===== config.mk =====
export PLATFORM = sky130hd
export DESIGN_NAME = sbus_frame_decoder
export DESIGN_NICKNAME = d
export VERILOG_FILES = /design/src/sv/sbusd_pkg.sv /design/src/sv/sbusd_front.sv /design/src/sv/sbusd_frame_fifo.sv /design/src/sv/sbusd_back.sv /design/src/sv/sbus_frame_decoder.sv
export VERILOG_INCLUDE_DIRS = /design/src /design/src/sv
export SDC_FILE = /design/constraint.sdc
export NUM_CORES = 1
export LEC_CHECK = 0
export BUFFER_PORTS_ARGS = -buffer_cell sky130_fd_sc_hd__buf_2
export CAP_MARGIN = 5
export CORE_ASPECT_RATIO = 1.4
export CORE_MARGIN = 4
export CORE_UTILIZATION = 56
export CTS_CLUSTER_SIZE = 16
export DETAILED_ROUTE_END_ITERATION = 6
export PLACE_DENSITY = 0.85
export SLEW_MARGIN = 5
export SYNTH_ARGS = -nofsm -noshare
export SYNTH_HDL_FRONTEND = slang
export SYNTH_HIERARCHICAL = 1
export SYNTH_SLANG_ARGS = --single-unit

===== constraint.sdc =====
create_clock -name clk -period 11.1 [get_ports clk]
set_input_delay 2.22 -clock clk [delete_from_list [all_inputs] [get_ports clk]]
set_output_delay 2.22 -clock clk [all_outputs]
set_load 0.005 [all_outputs]

===== src/sv/assert_macros.svh =====
// Assertion macros shared by the frame decoder RTL.
`ifndef ASSERT_MACROS_SVH
`define ASSERT_MACROS_SVH

// Implication checked on every rising edge outside reset.
`define SBUSD_ASSERT_IMPL(lbl, ante, cons, msg) \
	lbl: assert property (@(posedge clk) disable iff (!arst_n) (ante) |-> (cons)) \
		else $error(msg);

// Implication whose consequence is checked in the cycle after the antecedent.
`define SBUSD_ASSERT_NEXT(lbl, ante, cons, msg) \
	lbl: assert property (@(posedge clk) disable iff (!arst_n) (ante) |=> (cons)) \
		else $error(msg);

// Condition that must never hold outside reset.
`define SBUSD_ASSERT_NEVER(lbl, cond, msg) \
	lbl: assert property (@(posedge clk) disable iff (!arst_n) !(cond)) \
		else $error(msg);

`endif


===== src/sv/sbusd_pkg.sv =====
// Types and constants of the S-Bus frame decoder.
`timescale 1ns / 1ps
`default_nettype none
package sbusd_pkg;

	localparam int FRAME_BYTES  = 23;
	localparam int DATA_BYTES   = FRAME_BYTES - 1;
	localparam int DATA_W       = DATA_BYTES * 8;
	localparam int FRAME_W      = FRAME_BYTES * 8;
	localparam int CH_BITS      = 11;
	localparam int N_PROP       = 16;
	localparam int N_RESULTS    = 18;
	localparam int LINK_QUALITY = 255;

	localparam logic [1:0] CFG_HEADER = 2'd0;
	localparam logic [1:0] CFG_FOOTER = 2'd1;
	localparam logic [1:0] CFG_GAP    = 2'd2;
	localparam logic [1:0] CFG_COUNT  = 2'd3;

	typedef enum logic [1:0] {
		PH_HEADER = 2'd0,
		PH_DATA   = 2'd1,
		PH_FOOTER = 2'd2,
		PH_IGNORE = 2'd3
	} phase_t;

	typedef struct packed {
		logic [7:0] header_byte;
		logic [7:0] footer_byte;
		logic [7:0] gap_ms;
		logic [4:0] channel_count;
	} cfg_t;

	typedef struct packed {
		logic [7:0]        flags;
		logic [DATA_W-1:0] data;
	} frame_t;

endpackage
`default_nettype wire


===== src/sv/sbusd_front.sv =====
// Front end: gap timing, header search, byte collection and footer check.
`timescale 1ns / 1ps
`default_nettype none
module sbusd_front (
	input  wire logic            clk,
	input  wire logic            arst_n,
	input  wire sbusd_pkg::cfg_t cfg,
	input  wire logic            accept,
	input  wire logic            func,
	input  wire logic [7:0]      byte_value,
	input  wire logic            parity_error,
	output logic                 frame_push,
	output sbusd_pkg::frame_t    frame
);
	import sbusd_pkg::*;

	localparam logic [4:0] BC_FULL = 5'(FRAME_BYTES);

	phase_t             phase_q, ph_eff, phase_d;
	logic [4:0]         bc_q, bc_eff, bc_d;
	logic [7:0]         silence_q;
	logic [FRAME_W-1:0] data_q;
	logic               byte_acc, gap_hit, store;

	assign byte_acc = accept && !func;
	assign gap_hit  = silence_q >= cfg.gap_ms;

	always_comb begin
		ph_eff = gap_hit ? PH_HEADER : phase_q;
		bc_eff = gap_hit ? 5'd0 : bc_q;
		if (parity_error) begin
			ph_eff = PH_IGNORE;
		end
		phase_d = ph_eff;
		bc_d    = bc_eff;
		case (ph_eff)
			PH_HEADER: begin
				if (byte_value == cfg.header_byte) begin
					phase_d = PH_DATA;
					bc_d    = 5'd0;
				end else begin
					phase_d = PH_IGNORE;
				end
			end
			PH_DATA: begin
				if (bc_eff < BC_FULL) begin
					bc_d = bc_eff + 5'd1;
				end else begin
					bc_d = BC_FULL;
				end
				if (bc_d >= BC_FULL) begin
					phase_d = PH_FOOTER;
				end
			end
			PH_FOOTER: phase_d = PH_IGNORE;
			default:   phase_d = ph_eff;
		endcase
	end

	always_comb begin
		store      = byte_acc && ph_eff == PH_DATA && bc_eff < BC_FULL;
		frame_push = byte_acc && ph_eff == PH_FOOTER && byte_value == cfg.footer_byte;
	end

	always_ff @(posedge clk or negedge arst_n) begin
		if (!arst_n) begin
			phase_q   <= PH_HEADER;
			bc_q      <= 5'd0;
			silence_q <= 8'hFF;
		end else if (accept) begin
			if (func) begin
				if (silence_q != 8'hFF) begin
					silence_q <= silence_q + 8'd1;
				end
			end else begin
				silence_q <= 8'd0;
				phase_q   <= phase_d;
				bc_q      <= bc_d;
			end
		end
	end

	always_ff @(posedge clk) begin
		if (store) begin
			data_q <= {byte_value, data_q[FRAME_W-1:8]};
		end
	end

	assign frame = frame_t'(data_q);

endmodule
`default_nettype wire


===== src/sv/sbusd_frame_fifo.sv =====
// Two-entry queue of decoded frames between front and back end.
`timescale 1ns / 1ps
`default_nettype none
module sbusd_frame_fifo (
	input  wire logic              clk,
	input  wire logic              arst_n,
	input  wire logic              wr_en,
	input  wire sbusd_pkg::frame_t wr_frame,
	input  wire logic              rd_en,
	output sbusd_pkg::frame_t      rd_frame,
	output logic                   not_empty,
	output logic                   full,
	output logic [1:0]             level
);
	import sbusd_pkg::*;

	localparam int DEPTH = 2;

	frame_t     mem_q [DEPTH];
	logic       wr_ptr_q, rd_ptr_q;
	logic [1:0] count_q;

	assign not_empty = count_q != 2'd0;
	assign full      = count_q == 2'(DEPTH);
	assign level     = count_q;
	assign rd_frame  = mem_q[rd_ptr_q];

	always_ff @(posedge clk or negedge arst_n) begin
		if (!arst_n) begin
			wr_ptr_q <= 1'b0;
			rd_ptr_q <= 1'b0;
			count_q  <= 2'd0;
		end else begin
			if (wr_en) begin
				wr_ptr_q <= ~wr_ptr_q;
			end
			if (rd_en) begin
				rd_ptr_q <= ~rd_ptr_q;
			end
			if (wr_en && !rd_en) begin
				count_q <= count_q + 2'd1;
			end else if (rd_en && !wr_en) begin
				count_q <= count_q - 2'd1;
			end
		end
	end

	always_ff @(posedge clk) begin
		if (wr_en) begin
			mem_q[wr_ptr_q] <= wr_frame;
		end
	end

endmodule
`default_nettype wire


===== src/sv/sbusd_back.sv =====
// Back end: unpacks one frame into eighteen channel items.
`timescale 1ns / 1ps
`default_nettype none
module sbusd_back (
	input  wire logic              clk,
	input  wire logic              arst_n,
	input  wire logic              frame_valid,
	input  wire sbusd_pkg::frame_t frame,
	output logic                   frame_pop,
	input  wire logic              pop,
	output logic                   empty,
	output logic [4:0]             channel_index,
	output logic [10:0]            channel_value,
	output logic                   failsafe_flag,
	output logic                   last
);
	import sbusd_pkg::*;

	localparam logic [4:0] CH_LAST = 5'(N_RESULTS - 1);
	localparam logic [4:0] CH_D0   = 5'(N_PROP);

	logic              busy_q, ov_q, slot_free, emit;
	logic [4:0]        ch_q;
	logic [DATA_W-1:0] data_q;
	logic [7:0]        flags_q;
	logic [10:0]       val;

	assign slot_free = !ov_q || pop;
	assign emit      = slot_free && busy_q;
	assign frame_pop = !busy_q && frame_valid;
	assign empty     = !ov_q;

	always_comb begin
		if (ch_q < CH_D0) begin
			val = data_q[CH_BITS-1:0];
		end else if (ch_q == CH_D0) begin
			val = {10'd0, flags_q[0]};
		end else begin
			val = {10'd0, flags_q[1]};
		end
	end

	always_ff @(posedge clk or negedge arst_n) begin
		if (!arst_n) begin
			busy_q <= 1'b0;
			ov_q   <= 1'b0;
			ch_q   <= 5'd0;
		end else begin
			if (slot_free) begin
				ov_q <= busy_q;
			end
			if (emit) begin
				ch_q <= ch_q + 5'd1;
				if (ch_q == CH_LAST) begin
					busy_q <= 1'b0;
				end
			end
			if (frame_pop) begin
				busy_q <= 1'b1;
				ch_q   <= 5'd0;
			end
		end
	end

	always_ff @(posedge clk) begin
		if (emit) begin
			channel_index <= ch_q;
			channel_value <= val;
			failsafe_flag <= flags_q[3];
			last          <= ch_q == CH_LAST;
			data_q        <= {{CH_BITS{1'b0}}, data_q[DATA_W-1:CH_BITS]};
		end
		if (frame_pop) begin
			data_q  <= frame.data;
			flags_q <= frame.flags;
		end
	end

endmodule
`default_nettype wire


===== src/sv/sbus_frame_decoder.sv =====
// S-Bus frame decoder top level: configuration registers, front end, frame queue, back end.
//
// Items are received bytes or millisecond ticks. The front end takes one item every cycle
// while full is low and decodes a whole 25-byte frame in place; a frame with a good footer
// enters a two-entry frame queue. The back end takes one frame from the queue at a time and
// delivers its 18 channel items through a single output register at one per cycle while
// that register is free or popped. full is high only while both queue entries hold decoded
// frames that the back end has not yet started.
`timescale 1ns / 1ps
`default_nettype none
`include "assert_macros.svh"
module sbus_frame_decoder (
	input  wire logic        clk,
	input  wire logic        arst_n,
	input  wire logic        cfg_write,
	input  wire logic [1:0]  cfg_index,
	input  wire logic [7:0]  cfg_data,
	input  wire logic        push,
	output logic             full,
	input  wire logic        func,
	input  wire logic [7:0]  byte_value,
	input  wire logic        parity_error,
	input  wire logic        pop,
	output logic             empty,
	output logic [4:0]       channel_index,
	output logic [10:0]      channel_value,
	output logic [4:0]       channel_count_res,
	output logic [7:0]       link_quality,
	output logic             failsafe_flag,
	output logic             last
);
	import sbusd_pkg::*;

	localparam logic [4:0] LAST_INDEX = 5'(N_RESULTS - 1);

	cfg_t       cfg_q;
	frame_t     front_frame, queue_frame;
	logic       accept, frame_push, frame_pop, queue_valid, out_take;
	logic [1:0] queue_level;

	assign accept   = push && !full;
	assign out_take = pop && !empty;

	always_ff @(posedge clk or negedge arst_n) begin
		if (!arst_n) begin
			cfg_q.header_byte   <= 8'h0F;
			cfg_q.footer_byte   <= 8'h00;
			cfg_q.gap_ms        <= 8'd3;
			cfg_q.channel_count <= 5'd18;
		end else if (cfg_write) begin
			case (cfg_index)
				CFG_HEADER: cfg_q.header_byte   <= cfg_data;
				CFG_FOOTER: cfg_q.footer_byte   <= cfg_data;
				CFG_GAP:    cfg_q.gap_ms        <= cfg_data;
				CFG_COUNT:  cfg_q.channel_count <= cfg_data[4:0];
				default:    cfg_q <= cfg_q;
			endcase
		end
	end

	sbusd_front u_front (
		.clk          (clk),
		.arst_n       (arst_n),
		.cfg          (cfg_q),
		.accept       (accept),
		.func         (func),
		.byte_value   (byte_value),
		.parity_error (parity_error),
		.frame_push   (frame_push),
		.frame        (front_frame)
	);

	sbusd_frame_fifo u_fifo (
		.clk       (clk),
		.arst_n    (arst_n),
		.wr_en     (frame_push),
		.wr_frame  (front_frame),
		.rd_en     (frame_pop),
		.rd_frame  (queue_frame),
		.not_empty (queue_valid),
		.full      (full),
		.level     (queue_level)
	);

	sbusd_back u_back (
		.clk           (clk),
		.arst_n        (arst_n),
		.frame_valid   (queue_valid),
		.frame         (queue_frame),
		.frame_pop     (frame_pop),
		.pop           (pop),
		.empty         (empty),
		.channel_index (channel_index),
		.channel_value (channel_value),
		.failsafe_flag (failsafe_flag),
		.last          (last)
	);

	assign channel_count_res = cfg_q.channel_count;
	assign link_quality      = 8'(LINK_QUALITY);

	`SBUSD_ASSERT_NEVER(a_queue_overflow, frame_push && full && !frame_pop, "frame queue overflow")
	`SBUSD_ASSERT_NEVER(a_queue_level, queue_level > 2'd2, "frame queue level out of range")
	`SBUSD_ASSERT_IMPL(a_last_index, !empty && last, channel_index == LAST_INDEX, "bad last index")
	`SBUSD_ASSERT_NEXT(a_restart, out_take && last, empty || channel_index == 5'd0, "bad restart")

endmodule
`default_nettype wire


==> impl_metrics.json <==
{
  "fp.coreArea_mm2": 0.05343,
  "antenna_left": 0,
  "ctsHoldBuffers": 0,
  "fmax_mhz": 186.7,
  "final_nets": 1891,
  "synthesis.area_mm2": 0.03035,
  "ff_latch_area_mm2": 0.02359,
  "vias_per_cell": 5.546,
  "drive_above_1_share_pct": 20.93,
  "cts_tree": "done",
  "worst_pin_slew_ns": 1.162,
  "floorplan.rows": 100,
  "status": "finished clean",
  "drt-pass1-iter-count": 5,
  "syn_avg_cell_area_um2": 17.02,
  "cts-buffers-inserted": 71,
  "fin_crit_sh_pct": 48.26,
  "grt_pass1_wl_um": 87130,
  "grt-ovfl-total": 0,
  "dpl_cell_area_mm2": 0.03106,
  "clk_pin_slew_ns": 0.06,
  "switching_power_w": 0.002299,
  "p_comb_share_pct": 20.6,
  "max_slew_margin_pct": 22.55,
  "setup_viol": 0,
  "clkLatencyLatePin_ns": 0.61,
  "start_util_pct": 56.81,
  "ir_drop_v": 0.0001898,
  "hold_ws_ns": 0.4209,
  "finalMaxSlewViolations": 0,
  "clock_skew_ns": 0.02728,
  "die-area_mm2": 0.05804,
  "critPathRequiredTime_ns": 11.31,
  "cap_viol_max_count": 0,
  "cts_resized": 0,
  "syn_to_final_growth_pct": 9.664,
  "ys_warn_count": 6,
  "antenna_found_initial": 0,
  "io_buffer_count": 49,
  "hpwl_um": 30760,
  "rsz0062_at_grt": "no",
  "end_kind": "flop",
  "fin_area_mm2": 0.03328,
  "p_clk_share_pct": 28.6,
  "wl_per_cell_um": 21.47,
  "hold_path.class": "reg -> reg",
  "drc": 0,
  "root_buffer": "clkbuf_16",
  "p_sw_share_pct": 27.85,
  "min_period_ns": 5.356,
  "cp-start-kind": "primary input",
  "drtIter0Drc": 1098,
  "synthCells": 1783,
  "fillCellCount": 3497,
  "htreeDepth": 3,
  "clock_path_buffers": 3,
  "crit_type": "in -> reg",
  "die_w_um": 204.8,
  "wl_um": 56240,
  "p_leak_nw": 12.39,
  "p_per_area_mw_per_mm2": 248.0,
  "fp.dieH_um": 283.5,
  "multi_input_area_mm2": 0.006111,
  "cts_setup_buffers": 0,
  "grtUsageTotal_pct": 19.42,
  "setup_tns_ns": 0,
  "cp_max_fo": 63,
  "power_frac_seq_pct": 50.8,
  "route.vias.total": 14530,
  "p_int_w": 0.005955,
  "grt_pass1_vias": 15770,
  "gp_congestion": 0.8228,
  "diodes": 0,
  "crit_arrival_ns": 5.56,
  "finalHoldViolCount": 0,
  "grt_max_degree": 180,
  "cts.sinks": 794,
  "io_pins": 58
}
## flip-flops by register name, indices dropped and copies added (netlist names), 8 cells and up
name,count
u_back/data_q,176
cfg_q,24
u_front/frame,184
u_back/channel_value,11
u_front/silence_q,8
u_fifo/mem_q,358
## worst paths after layout
| path | end | depth (start not counted) | slack (ns) | startpoint |
|---|---|---|---|---|
| worst min register to register | u_front/frame[174] | 0 | 0.42 | u_front/frame[182] |
| worst max-delay path | u_fifo/mem_q[1][5] | 7 | 5.74 | push |
| worst max register to register | u_fifo/mem_q[1][5] | 8 | 6.50 | u_front/silence_q[2] |
| max in group asynchronous | u_fifo/rd_ptr_q | 2 | 8.80 | arst_n |
| min in group asynchronous | channel_count_res[3] | 2 | 1.75 | arst_n |
| worst min-delay path | u_front/frame[174] | 0 | 0.42 | u_front/frame[182] |
## metal layers
layer	GRT usage [%]	up-vias	wire, µm
met5	0	-	0
met4	9.351	0	2530
met3	2.595	143	2501
met2	36.37	507	31440
met1	21.53	7339	19780
li1	-	6541	-
## worst max-delay path, stage by stage
cell and delay, ns:
buf_2 0.07, nor2b_1 0.23, nand2b_1 0.15, or4_1 0.44, nor4_1 0.60, and2_4 0.95, buf_4 0.86
## stage by stage
stage	setup WS [ns]	power (W)	std cells	utilization [%]
floorplan	2.545	0.005530	1790	-
global placement	5.330	0.005779	2493	58.13
detailed placement	5.206	0.005899	2493	58.13
CTS	5.803	0.008311	2620	62.30
global route	5.557	0.008619	2620	62.30
finish	5.744	0.008253	2620	62.30
## cell usage in the layout, fill, tap and decap left out, drive strengths merged, types with 16 or more instances in the layout
| cell | n |
|---|---|
| buf | 66 |
| dfstp | 16 |
| inv | 22 |
| edfxtp | 739 |
| dfrtp | 39 |
| clkinv | 23 |
| nand2 | 507 |
| clkbuf | 97 |
| nor2 | 17 |
| nor2b | 16 |
| mux2 | 208 |
## final cells by class
class	count	area share [%]
clock buffer	97	5.883
clock inverter	30	0.8008
inverter	19	0.2293
multi-input combinational	900	18.36
sequential	794	70.88
tap	714	2.684
timing repair buffer	66	1.158
## power groups by stage
stage               registers, W  logic [W]  clock network, W
finish                   0.00419    0.00170           0.00236
floorplan                0.00416    0.00137                 0
global route             0.00423    0.00186           0.00253
global placement         0.00421    0.00157                 0
detailed placement       0.00424    0.00166                 0
CTS                      0.00420    0.00172           0.00240
No activity file was read; power rests on OpenSTA's default activity.
